==> src/fbfe_pkg.sv <==
// Shared types and constants for the framed byte to FSK symbol encoder.
`timescale 1ns / 1ps
`default_nettype none

package fbfe_pkg;

   localparam logic [7:0] FRAME_FLAG  = 8'h7E;
   localparam logic [7:0] ESCAPE_BYTE = 8'h7D;
   localparam logic [7:0] ESCAPE_XOR  = 8'h20;
   localparam logic [7:0] FILL_BYTE   = 8'h00;

   localparam int unsigned DIGITS_PER_BYTE = 3;

   typedef enum logic [1:0] {
      OP_IDLE  = 2'd0,
      OP_DATA  = 2'd1,
      OP_EMPTY = 2'd2,
      OP_RSVD  = 2'd3
   } op_type;

   typedef enum logic [5:0] {
      ST_IDLE = 6'b000001,
      ST_FLAG = 6'b000010,
      ST_LEN  = 6'b000100,
      ST_DATA = 6'b001000,
      ST_CHK  = 6'b010000,
      ST_FILL = 6'b100000
   } frm_state_type;

   // one byte handed from the framer to the serializer
   typedef struct packed {
      logic [7:0] value;
      logic       last;
   } byte_word_type;

endpackage

`default_nettype wire

==> src/framed_byte_to_fsk_symbol_encoder.sv <==
// Top level of the framed byte to FSK symbol encoder.
// Each request word yields one to seven bytes (filler; or flag, length, data,
// checksum, any of the last three possibly escaped), and every byte leaves as
// four symbols, one per cycle unless the symbol port stalls or no request is
// waiting. The digit serializer shifts out the byte's 3-bit digits, low digit
// first, behind a start symbol. The framer takes the next request as soon as it
// has handed its last byte to the serializer, and the output register holds a
// symbol under backpressure while the serializer waits.
`timescale 1ns / 1ps
`default_nettype none

module framed_byte_to_fsk_symbol_encoder (
   input  wire logic       clock,
   input  wire logic       reset,
   input  wire logic       req_valid,
   output logic            req_ready,
   input  wire logic [1:0] req_op,
   input  wire logic [7:0] req_data_byte,
   input  wire logic       req_first,
   input  wire logic       req_last,
   input  wire logic [7:0] req_packet_length,
   output logic            rsp_valid,
   input  wire logic       rsp_ready,
   output logic [3:0]      rsp_symbol,
   output logic            rsp_last_of_run
);

   logic                    byte_valid;
   logic                    byte_ready;
   fbfe_pkg::byte_word_type byte_word;

   fbfe_framer u_framer (
      .clock             (clock),
      .reset             (reset),
      .req_valid         (req_valid),
      .req_ready         (req_ready),
      .req_op            (req_op),
      .req_data_byte     (req_data_byte),
      .req_first         (req_first),
      .req_last          (req_last),
      .req_packet_length (req_packet_length),
      .byte_valid        (byte_valid),
      .byte_ready        (byte_ready),
      .byte_word         (byte_word)
   );

   fbfe_serializer u_serializer (
      .clock           (clock),
      .reset           (reset),
      .byte_valid      (byte_valid),
      .byte_ready      (byte_ready),
      .byte_word       (byte_word),
      .rsp_valid       (rsp_valid),
      .rsp_ready       (rsp_ready),
      .rsp_symbol      (rsp_symbol),
      .rsp_last_of_run (rsp_last_of_run)
   );

endmodule

`default_nettype wire

==> src/fbfe_framer.sv <==
// Frame builder: flag, length, data, checksum, with byte stuffing; filler for idle and reserved words.
`timescale 1ns / 1ps
`default_nettype none

module fbfe_framer (
   input  wire logic                   clock,
   input  wire logic                   reset,
   input  wire logic                   req_valid,
   output logic                        req_ready,
   input  wire logic [1:0]             req_op,
   input  wire logic [7:0]             req_data_byte,
   input  wire logic                   req_first,
   input  wire logic                   req_last,
   input  wire logic [7:0]             req_packet_length,
   output logic                        byte_valid,
   input  wire logic                   byte_ready,
   output fbfe_pkg::byte_word_type     byte_word
);

   fbfe_pkg::frm_state_type state_ff, state_in;
   logic       esc_ff, esc_in;
   logic [7:0] sum_ff, sum_in;
   logic [7:0] len_ff, len_in;
   logic [7:0] data_ff, data_in;
   logic [7:0] chk_ff, chk_in;
   logic       has_data_ff, has_data_in;
   logic       has_chk_ff, has_chk_in;

   logic [7:0] cur_byte;
   logic       stuffable;
   logic       need_esc;
   logic       final_byte;
   fbfe_pkg::frm_state_type next_state;
   logic       accept;
   logic       fire;
   logic [7:0] new_sum;

   assign req_ready  = (state_ff == fbfe_pkg::ST_IDLE);
   assign accept     = req_valid && req_ready;
   assign byte_valid = (state_ff != fbfe_pkg::ST_IDLE);
   assign fire       = byte_valid && byte_ready;

   always_comb begin
      cur_byte   = fbfe_pkg::FILL_BYTE;
      stuffable  = 1'b0;
      final_byte = 1'b0;
      next_state = fbfe_pkg::ST_IDLE;
      unique case (state_ff)
         fbfe_pkg::ST_FLAG: begin
            cur_byte   = fbfe_pkg::FRAME_FLAG;
            next_state = fbfe_pkg::ST_LEN;
         end
         fbfe_pkg::ST_LEN: begin
            cur_byte   = len_ff;
            stuffable  = 1'b1;
            next_state = has_data_ff ? fbfe_pkg::ST_DATA : fbfe_pkg::ST_CHK;
         end
         fbfe_pkg::ST_DATA: begin
            cur_byte   = data_ff;
            stuffable  = 1'b1;
            final_byte = !has_chk_ff;
            next_state = has_chk_ff ? fbfe_pkg::ST_CHK : fbfe_pkg::ST_IDLE;
         end
         fbfe_pkg::ST_CHK: begin
            cur_byte   = chk_ff;
            stuffable  = 1'b1;
            final_byte = 1'b1;
         end
         fbfe_pkg::ST_FILL: begin
            final_byte = 1'b1;
         end
         default: begin
            cur_byte = fbfe_pkg::FILL_BYTE;
         end
      endcase
   end

   assign need_esc = stuffable &&
                     (cur_byte == fbfe_pkg::FRAME_FLAG || cur_byte == fbfe_pkg::ESCAPE_BYTE);

   always_comb begin
      byte_word.value = cur_byte;
      if (need_esc && !esc_ff) begin
         byte_word.value = fbfe_pkg::ESCAPE_BYTE;
      end else if (esc_ff) begin
         byte_word.value = cur_byte ^ fbfe_pkg::ESCAPE_XOR;
      end
      byte_word.last = final_byte && !(need_esc && !esc_ff);
   end

   // sum the packet as it is accepted; checksum is 0xFF minus the sum
   always_comb begin
      new_sum = sum_ff + req_data_byte;
      if (req_first) begin
         new_sum = req_packet_length + req_data_byte;
      end
   end

   always_comb begin
      state_in    = state_ff;
      esc_in      = esc_ff;
      sum_in      = sum_ff;
      len_in      = len_ff;
      data_in     = data_ff;
      chk_in      = chk_ff;
      has_data_in = has_data_ff;
      has_chk_in  = has_chk_ff;
      if (accept) begin
         esc_in      = 1'b0;
         data_in     = req_data_byte;
         len_in      = req_packet_length;
         has_data_in = 1'b1;
         has_chk_in  = req_last;
         unique case (fbfe_pkg::op_type'(req_op))
            fbfe_pkg::OP_DATA: begin
               sum_in   = new_sum;
               chk_in   = ~new_sum;
               state_in = req_first ? fbfe_pkg::ST_FLAG : fbfe_pkg::ST_DATA;
            end
            fbfe_pkg::OP_EMPTY: begin
               sum_in      = 8'h00;
               chk_in      = 8'hFF;
               len_in      = 8'h00;
               has_data_in = 1'b0;
               has_chk_in  = 1'b1;
               state_in    = fbfe_pkg::ST_FLAG;
            end
            fbfe_pkg::OP_IDLE, fbfe_pkg::OP_RSVD: begin
               state_in = fbfe_pkg::ST_FILL;
            end
            default: begin
               state_in = fbfe_pkg::ST_FILL;
            end
         endcase
      end else if (fire) begin
         if (need_esc && !esc_ff) begin
            esc_in = 1'b1;
         end else begin
            esc_in   = 1'b0;
            state_in = next_state;
         end
      end
   end

   always_ff @(posedge clock) begin
      if (reset) begin
         state_ff <= fbfe_pkg::ST_IDLE;
         esc_ff   <= 1'b0;
         sum_ff   <= 8'h00;
      end else begin
         state_ff <= state_in;
         esc_ff   <= esc_in;
         sum_ff   <= sum_in;
      end
   end

   always_ff @(posedge clock) begin
      len_ff      <= len_in;
      data_ff     <= data_in;
      chk_ff      <= chk_in;
      has_data_ff <= has_data_in;
      has_chk_ff  <= has_chk_in;
   end

endmodule

`default_nettype wire

==> src/fbfe_serializer.sv <==
// Digit serializer: start symbol then three 3-bit digits per byte, one per cycle when not stalled.
`timescale 1ns / 1ps
`default_nettype none

module fbfe_serializer (
   input  wire logic                   clock,
   input  wire logic                   reset,
   input  wire logic                   byte_valid,
   output logic                        byte_ready,
   input  wire fbfe_pkg::byte_word_type byte_word,
   output logic                        rsp_valid,
   input  wire logic                   rsp_ready,
   output logic [3:0]                  rsp_symbol,
   output logic                        rsp_last_of_run
);

   logic       busy_ff, busy_in;
   logic [1:0] cnt_ff, cnt_in;
   logic [7:0] shreg_ff, shreg_in;
   logic       last_ff, last_in;
   logic [3:0] prev_ff, prev_in;
   logic       out_valid_ff, out_valid_in;
   logic [3:0] out_sym_ff, out_sym_in;
   logic       out_last_ff, out_last_in;

   logic       advance;
   logic       final_digit;
   logic [3:0] digit_sym;
   logic       load;

   assign advance     = !out_valid_ff || rsp_ready;
   assign final_digit = (cnt_ff == 2'(fbfe_pkg::DIGITS_PER_BYTE));
   assign byte_ready  = !busy_ff || (advance && final_digit);
   assign load        = byte_valid && byte_ready;

   // digit goes out as d+1, bumped once more when not below the prior symbol so it never repeats it
   always_comb begin
      digit_sym = {1'b0, shreg_ff[2:0]} + 4'd1;
      if (digit_sym >= prev_ff) begin
         digit_sym = digit_sym + 4'd1;
      end
   end

   always_comb begin
      busy_in      = busy_ff;
      cnt_in       = cnt_ff;
      shreg_in     = shreg_ff;
      last_in      = last_ff;
      prev_in      = prev_ff;
      out_valid_in = out_valid_ff;
      out_sym_in   = out_sym_ff;
      out_last_in  = out_last_ff;
      if (advance) begin
         out_valid_in = busy_ff;
         if (busy_ff) begin
            if (cnt_ff == 2'd0) begin
               out_sym_in = 4'd0;
            end else begin
               out_sym_in = digit_sym;
               shreg_in   = {3'b000, shreg_ff[7:3]};
            end
            prev_in     = out_sym_in;
            out_last_in = last_ff && final_digit;
            cnt_in      = cnt_ff + 2'd1;
            if (final_digit) begin
               busy_in = 1'b0;
            end
         end
      end
      if (load) begin
         busy_in  = 1'b1;
         cnt_in   = 2'd0;
         shreg_in = byte_word.value;
         last_in  = byte_word.last;
      end
   end

   always_ff @(posedge clock) begin
      if (reset) begin
         busy_ff      <= 1'b0;
         cnt_ff       <= 2'd0;
         prev_ff      <= 4'd0;
         out_valid_ff <= 1'b0;
      end else begin
         busy_ff      <= busy_in;
         cnt_ff       <= cnt_in;
         prev_ff      <= prev_in;
         out_valid_ff <= out_valid_in;
      end
   end

   always_ff @(posedge clock) begin
      shreg_ff    <= shreg_in;
      last_ff     <= last_in;
      out_sym_ff  <= out_sym_in;
      out_last_ff <= out_last_in;
   end

   assign rsp_valid       = out_valid_ff;
   assign rsp_symbol      = out_sym_ff;
   assign rsp_last_of_run = out_last_ff;

endmodule

`default_nettype wire

==> config.mk <==
export PLATFORM = sky130hd
export DESIGN_NAME = framed_byte_to_fsk_symbol_encoder
export DESIGN_NICKNAME = d
export VERILOG_FILES = /design/src/fbfe_pkg.sv /design/src/framed_byte_to_fsk_symbol_encoder.sv /design/src/fbfe_framer.sv /design/src/fbfe_serializer.sv
export SDC_FILE = /design/constraint.sdc
export NUM_CORES = 1
export LEC_CHECK = 0
export ABC_AREA = 0
export ABC_CLOCK_PERIOD_IN_PS = 2500
export BUFFER_PORTS_ARGS = -buffer_cell sky130_fd_sc_hd__buf_2
export CAP_MARGIN = 20
export CELL_PAD_IN_SITES_DETAIL_PLACEMENT = 1
export CELL_PAD_IN_SITES_GLOBAL_PLACEMENT = 1
export CORE_UTILIZATION = 44
export CTS_BUF_LIST = sky130_fd_sc_hd__clkbuf_8
export DETAILED_ROUTE_END_ITERATION = 8
export GPL_TIMING_DRIVEN = 0
export PLACE_DENSITY_LB_ADDON = 0.1
export SYNTH_ARGS = -nofsm -noshare
export SYNTH_HDL_FRONTEND = slang
export SYNTH_HIERARCHICAL = 1
export SYNTH_SLANG_ARGS = --single-unit
==> constraint.sdc <==
create_clock -name clock -period 2.5 [get_ports clock]
set_clock_uncertainty 0.05 [all_clocks]
set_input_delay 0.125 -clock clock [delete_from_list [all_inputs] [get_ports clock]]
set_output_delay 0.125 -clock clock [all_outputs]
set_load 0.01 [all_outputs]
Word level (Yosys, flattened, before mapping)
Cells that the tools add are included.

word-level totals
  bits in registers = 63
  logic and storage cells = 97

cells by class
  reduce and logical (&&, ||, !) cells = 30
  $lt $le $gt $ge = 1
  equality and inequality tests = 15
  multiplexer cells = 28
  bitwise gates (word level) = 2
  add/subtract/negate cells = 5

operator list
  kind                                                    count
  2-to-1 mux 8 bit                                        6
  case mux 6 bit (3 select lines)                         2
  case mux 8 bit (2 select lines)                         2
  case mux 8 bit (4 select lines)                         1
  2-to-1 mux 6 bit                                        4
  adder 8 bit                                             2
  equality test 8 x 7 -> 1 bit (second input constant)    2
  2-to-1 mux 4 bit                                        3
  2-to-1 mux 5 bit                                        2
  NOT 8 bit                                               1
  nonzero test 2 bit                                      4
  OR reduction 2 bit                                      4
  logical AND 1 bit                                       7
  2-to-1 mux 1 bit                                        7
  equality test 2 bit (second input constant)             3
  equality test 6 x 1 -> 1 bit (second input constant)    1
  equality test 6 x 2 -> 1 bit (second input constant)    1
  equality test 6 x 3 -> 1 bit (second input constant)    1
  equality test 6 x 4 -> 1 bit (second input constant)    1
  equality test 6 x 5 -> 1 bit (second input constant)    1
  equality test 6 bit (second input constant)             1
  inequality test 6 x 1 -> 1 bit (second input constant)  1
  AND reduction 2 bit                                     3
  zero test 1 bit                                         5
  other kinds (13)                                        16

Longest topological paths before layout
  depth in word-level cells = 9
  gate-level depth with buffers = 11
  depth with buffers taken out = 10

Hierarchy
Netlist, hierarchy kept.

by module, submodules not included
  module           cells an instance  instances  area an instance (µm²)
  fbfe_framer      232                1          2314.7
  fbfe_serializer  111                1          1183.6

Worst setup path after synthesis
OpenSTA, ideal clock, no wires.

  path kind = register to register
  from = reg u_framer.state_ff[5]
  to = reg u_framer.sum_ff[2]
  arrival time = 2692 ps
  library setup time = 65 ps
  slack = -308 ps
  buffers on the path = 1
  clock period less this slack = 2808 ps
  required time = 2385 ps
  cell stages (with the launch flop) = 10
  cells stage by stage = dfxtp_1 -> nor2_1 -> nand4b_1 -> inv_1 -> and2_1 -> clkbuf_1 -> nand2b_1 -> inv_1 -> mux2_2 -> nor2_1

between the ends
  longest elaborated chain between the ends = 3

ends and longest elaborated chain
  item                           line                                     text
  from (decl)                    fbfe_framer.sv:20                        fbfe_pkg::frm_state_type state_ff, state_in;
  from (signal assigned)         fbfe_framer.sv:147                       state_ff <= fbfe_pkg::ST_IDLE;
  from (signal assigned)         fbfe_framer.sv:151                       state_ff <= state_in;
  equality test 6 x 1 -> 1 bit   fbfe_framer.sv:38                        assign req_ready = (state_ff == fbfe_pkg::ST_IDLE);
  net req_ready                  framed_byte_to_fsk_symbol_encoder.sv:16  output logic req_ready,
  logical AND 1 bit              fbfe_framer.sv:39                        assign accept = req_valid && req_ready;
  net u_framer.accept            fbfe_framer.sv:34                        logic accept;
  AND reduction 2 bit (no line)  --
  to (signal assigned)           fbfe_framer.sv:153                       sum_ff <= sum_in;
  to (decl)                      fbfe_framer.sv:22                        logic [7:0] sum_ff, sum_in;

The timed path passes the listed nets, and every way through them passes these cells.
A chain may end at the register's enable or synchronous reset.

Worst setup path after layout
  from = reg u_framer.state_ff[1]
  to = reg u_framer.state_ff[3]

between the ends
  longest elaborated chain between the ends = 8
  elaborated cells on any way between the ends = 23
  classes of those cells = eq/ne (9); mux (6); reduce/logical (8)

ends and longest elaborated chain
  item                                                        line                text
  equality test 6 x 5 -> 1 bit, or another cell as far along  fbfe_framer.sv:48   unique case (state_ff)
  case mux 8 bit (4 select lines)                             fbfe_framer.sv:48
  equality test 8 x 7 -> 1 bit                                fbfe_framer.sv:79   (cur_byte == fbfe_pkg::FRAME_FLAG || cur_byte == fbfe_pkg::ESCAPE_BYTE);
  logical OR 1 bit                                            fbfe_framer.sv:79
  logical AND 1 bit                                           fbfe_framer.sv:78   assign need_esc = stuffable &&
  logical AND 1 bit                                           fbfe_framer.sv:136  if (need_esc && !esc_ff) begin
  inequality test 2 x 1 -> 1 bit (no line)                    --
  AND reduction 2 bit (no line)                               --

Parallel ways exist; a longest one is shown, timed or not. The select of a mux whose other input is x is not followed.

==> key figures <==
Detailed routing
  – Wirelength per Cell: 17.0 µm
  – Detailed-route via count: 2,797
  – Antenna viol nets, final: 0
  – Pre-Repair DR Iteration Count: 4
  – WL final: 8780 µm
  – Vias/cell: 5.42
  – DRC violations left: 0
  – Initial drt markers: 92

Synth
  – Post-synth EDFFs: 40
  – Synthesized instance count: 343
  – Sequential area share after synthesis: 47.5%
  – Synthesized Nets: 384
  – Top FF cell, synth: edfxtp_1
  – FFs w/ async S/R, synth: 0%
  – Syn Area/Cell: 10.2 µm²
  – Multiplexer share of the synthesized area: 4.58%
  – Mapped Area: 3500 µm²
  – Synth Area in Simple Gates: 19.9%
  – Main combinational cell family by area after synthesis: simple AND/OR/NAND/NOR gates
  – Xor and xnor fraction of the mapped netlist area: 3.22%
  – Synth cell types: 57
  – Register bit total from synthesis: 63
  – Synth Warn #: 6
  – Adder-Cell Fraction of Synth Area: 6.29%
  – Compound-gate portion of the synthesized area: 13.1%

Worst setup path
  – R2R setup slack: -0.21 ns
  – Critical path fanouts, max: 10
  – Beginning of the critical path: u_framer/state_ff[1]
  – CP Launch Type: flip-flop
  – CP Data Arrival Time: 2.88 ns
  – Reg2Reg Depth: 7
  – Critical path class: flip-flop to flip-flop
  – Origin of the critical flop-to-flop path: u_framer/state_ff[1]
  – CP Capture Point: u_framer/state_ff[3]
  – Req. time, crit path: 2.67 ns
  – FF-to-FF End: u_framer/state_ff[3]
  – Worst setup EP type: flip-flop

Pwr
  – Lkg Pwr: 1.82 nW
  – Combinational Power Share: 27.8%
  – Clock share of power: 26.1%
  – Seq pwr share: 46.1%
  – Int Pwr: 1.94 mW
  – Net Sw Power: 0.879 mW
  – VDD IR max: 0.298 mV
  – P per Cell Area: 648 nW/µm²
  – Switching share of total power: 31.2%

STA
  – Final setup fails: 9
  – Slew Limit Headroom: 59.8%
  – Worst-Margin Slew: 0.600 ns
  – Final setup slack of the worst path: -0.212 ns
  – RSZ-0062 raised after global routing: true
  – Hold Fails Final Rpt: 0
  – Slew Limit Fails: 0
  – Tmin final: 2.71 ns
  – Setup TNS: -1.21 ns
  – Part of the cycle the worst path needs: 108%
  – FMAX: 369 MHz

Final layout
  – Nets@finish: 451
  – Antenna diode count: 0
  – Final Non-Filler Cells: 516
  – Area Overhead vs Synth: 24.3%
  – Layout cells sized above 1: 29.0%
  – Commonest cells after routing, fill and taps aside: edfxtp_1, inv_1, buf_2
  – Most common cell after layout, fill and taps aside: edfxtp_1

Outcome
  – Status: finished with violations
  – Failing checks: setup timing

Min path
  – Worst Hold Class: input pin to flip-flop
  – Cells on Worst Hold Path: 2

Floorplan
  – Die Area: 8310 µm²
  – Starting Density: 45.3%
  – Die Y: 91.2 µm
  – Site Rows: 32
  – Total core area: 7730 µm²
  – Top Ports: 31
  – Die W: 91.2 µm

Clocking
  – Worst-path clk slew: 0.07 ns
  – Clock Tree Root: clkbuf_8
  – CTS tree: done
  – Total CTS buffers: 9
  – Clk Latency, worst-skew pair: 0.34 ns
  – Clock sinks: 63
  – Clock buffer depth: 2
  – H-tree levels: 3

GRT
  – Initial antenna violation count: 0
  – Number of global-route vias before repair: 2,831
  – Largest net degree at the start of global routing: 26
  – First-pass GRT wire length: 14,100 µm
  – Gr usage total: 22.2%
  – Gr ovfl total: 0

Placement
  – GPL Wtd Cong: 0.821
  – Port bufs: 30
  – HPWL after DPL: 6030 µm
  – Placed cell count: 475

Flow run
  – Max cap viols: 0
-- metal layers --
metal	part of all wire, %	vias up	GRT usage, %
li1	-	1374	-
met2	53	47	40.7
met3	2.4	13	3.60
met1	42	1363	25.4
met5	0	-	0
met4	2.1	0	9.39
-- cells by family (layout without fill, tap and decap cells) --
| kind of cell | count (synthesis) | after routing |
|---|---|---|
| buffers and inverters | 46 | 117 |
| muxes | 14 | 14 |
| xor gates and xnor gates | 12 | 12 |
| adders and majority gates | 17 | 17 |
| and+or+nand+nor | 128 | 128 |
| AOI/OAI and AO/OA | 63 | 63 |
| DFF | 63 | 63 |
-- synthesized netlist by cell type (4+ instances only) --
master     n  area share [%]
dfxtp_1   23              13
nor2_1    31             3.3
and2_1     5            0.89
and3_1     4            0.72
nor3_1    16             2.3
a21oi_1   21             3.0
edfxtp_1  40              34
xor2_1     6             1.5
xnor2_1    5             1.3
nand2_1   21             2.3
clkbuf_1  11             1.2
a2111o_1   6             1.9
nor4_1     4            0.72
nand3_1    9             1.3
and4_1     6             1.5
nor2b_1    8             1.4
mux2_2    12             3.9
o21ai_0    9             1.3
a31oi_1    4            0.72
inv_1     31             3.3
nand2b_1   5            0.89
ha_1      16             5.7
-- critical path, stage by stage (launching register included) --
cell and delay (ns):
dfxtp_1 0.39, nor4_1 0.51, and3b_2 0.42, a2111o_1 0.22, nand4_1 0.13, or3_4 0.44
nor2b_4 0.15, mux2_4 0.30
-- flip-flops by register name (all words and copies together) (netlist names), 2 cells and up --
signal,flops
u_framer/data_ff,8
u_serializer/rsp_symbol,4
u_serializer/shreg_ff,8
u_framer/len_ff,8
u_framer/sum_ff,8
u_framer/state_ff,6
u_serializer/cnt_ff,2
u_serializer/prev_ff,4
u_framer/chk_ff,8
-- how the worst min path moves through the flow --
stage / end / from / slack [ns]
2_1_floorplan: u_framer/state_ff[2] / reset / 0.15
3_3_place_gp: u_framer/data_ff[0] / req_data_byte[0] / 0.28
3_5_place_dp: u_framer/data_ff[0] / req_data_byte[0] / 0.28
4_1_cts: u_framer/state_ff[5] / reset / 0.01
5_1_grt: u_framer/state_ff[5] / reset / 0.05
6_report: u_framer/state_ff[5] / reset / 0.03
-- area by class of cell --
type	instances	area, µm²
Multi-Input combinational cell	234	1780
Clock buffer	10	138
Tap cell	102	128
Clock inverter	5	20.0
Inverter	32	124
Sequential cell	63	1670
Timing Repair Buffer	60	430
Buffer	10	62.6
Fill cell	885	3380
-- metrics by stage --
stage          area, µm²  hold slack [ns]  util, %  setup WS [ns]  total power, mW
2_1_floorplan       3500            0.147        -        -0.0435             1.81
3_3_place_gp        3780            0.279     48.9         -0.670             1.98
3_5_place_dp        3780            0.283     48.9         -0.749             2.01
4_1_cts             4200           0.0126     54.3         -0.224             2.81
5_1_grt             4350           0.0482     56.3         -0.304             2.98
6_report            4350           0.0310     56.3         -0.212             2.82
-- power by group through the flow --
stage                     Sequential (mW)  Clock, mW  Combinational (mW)
final                                1.30      0.734               0.783
after global routing                 1.31      0.800               0.870
after CTS                            1.30      0.762               0.745
after detailed placement             1.33          0               0.675
after global placement               1.32          0               0.654
after floorplan                      1.32          0               0.490
-- timing repair --
item                       4_1_cts  5_1_grt
gates cloned                     1        0
resized for setup               20       17
buffers inserted                 9       11
setup endpoints to repair       37       29
pin swaps                        5        8
hold buffers                     9        0
hold endpoints to repair         9        0
No activity file was read; power rests on OpenSTA's default activity.
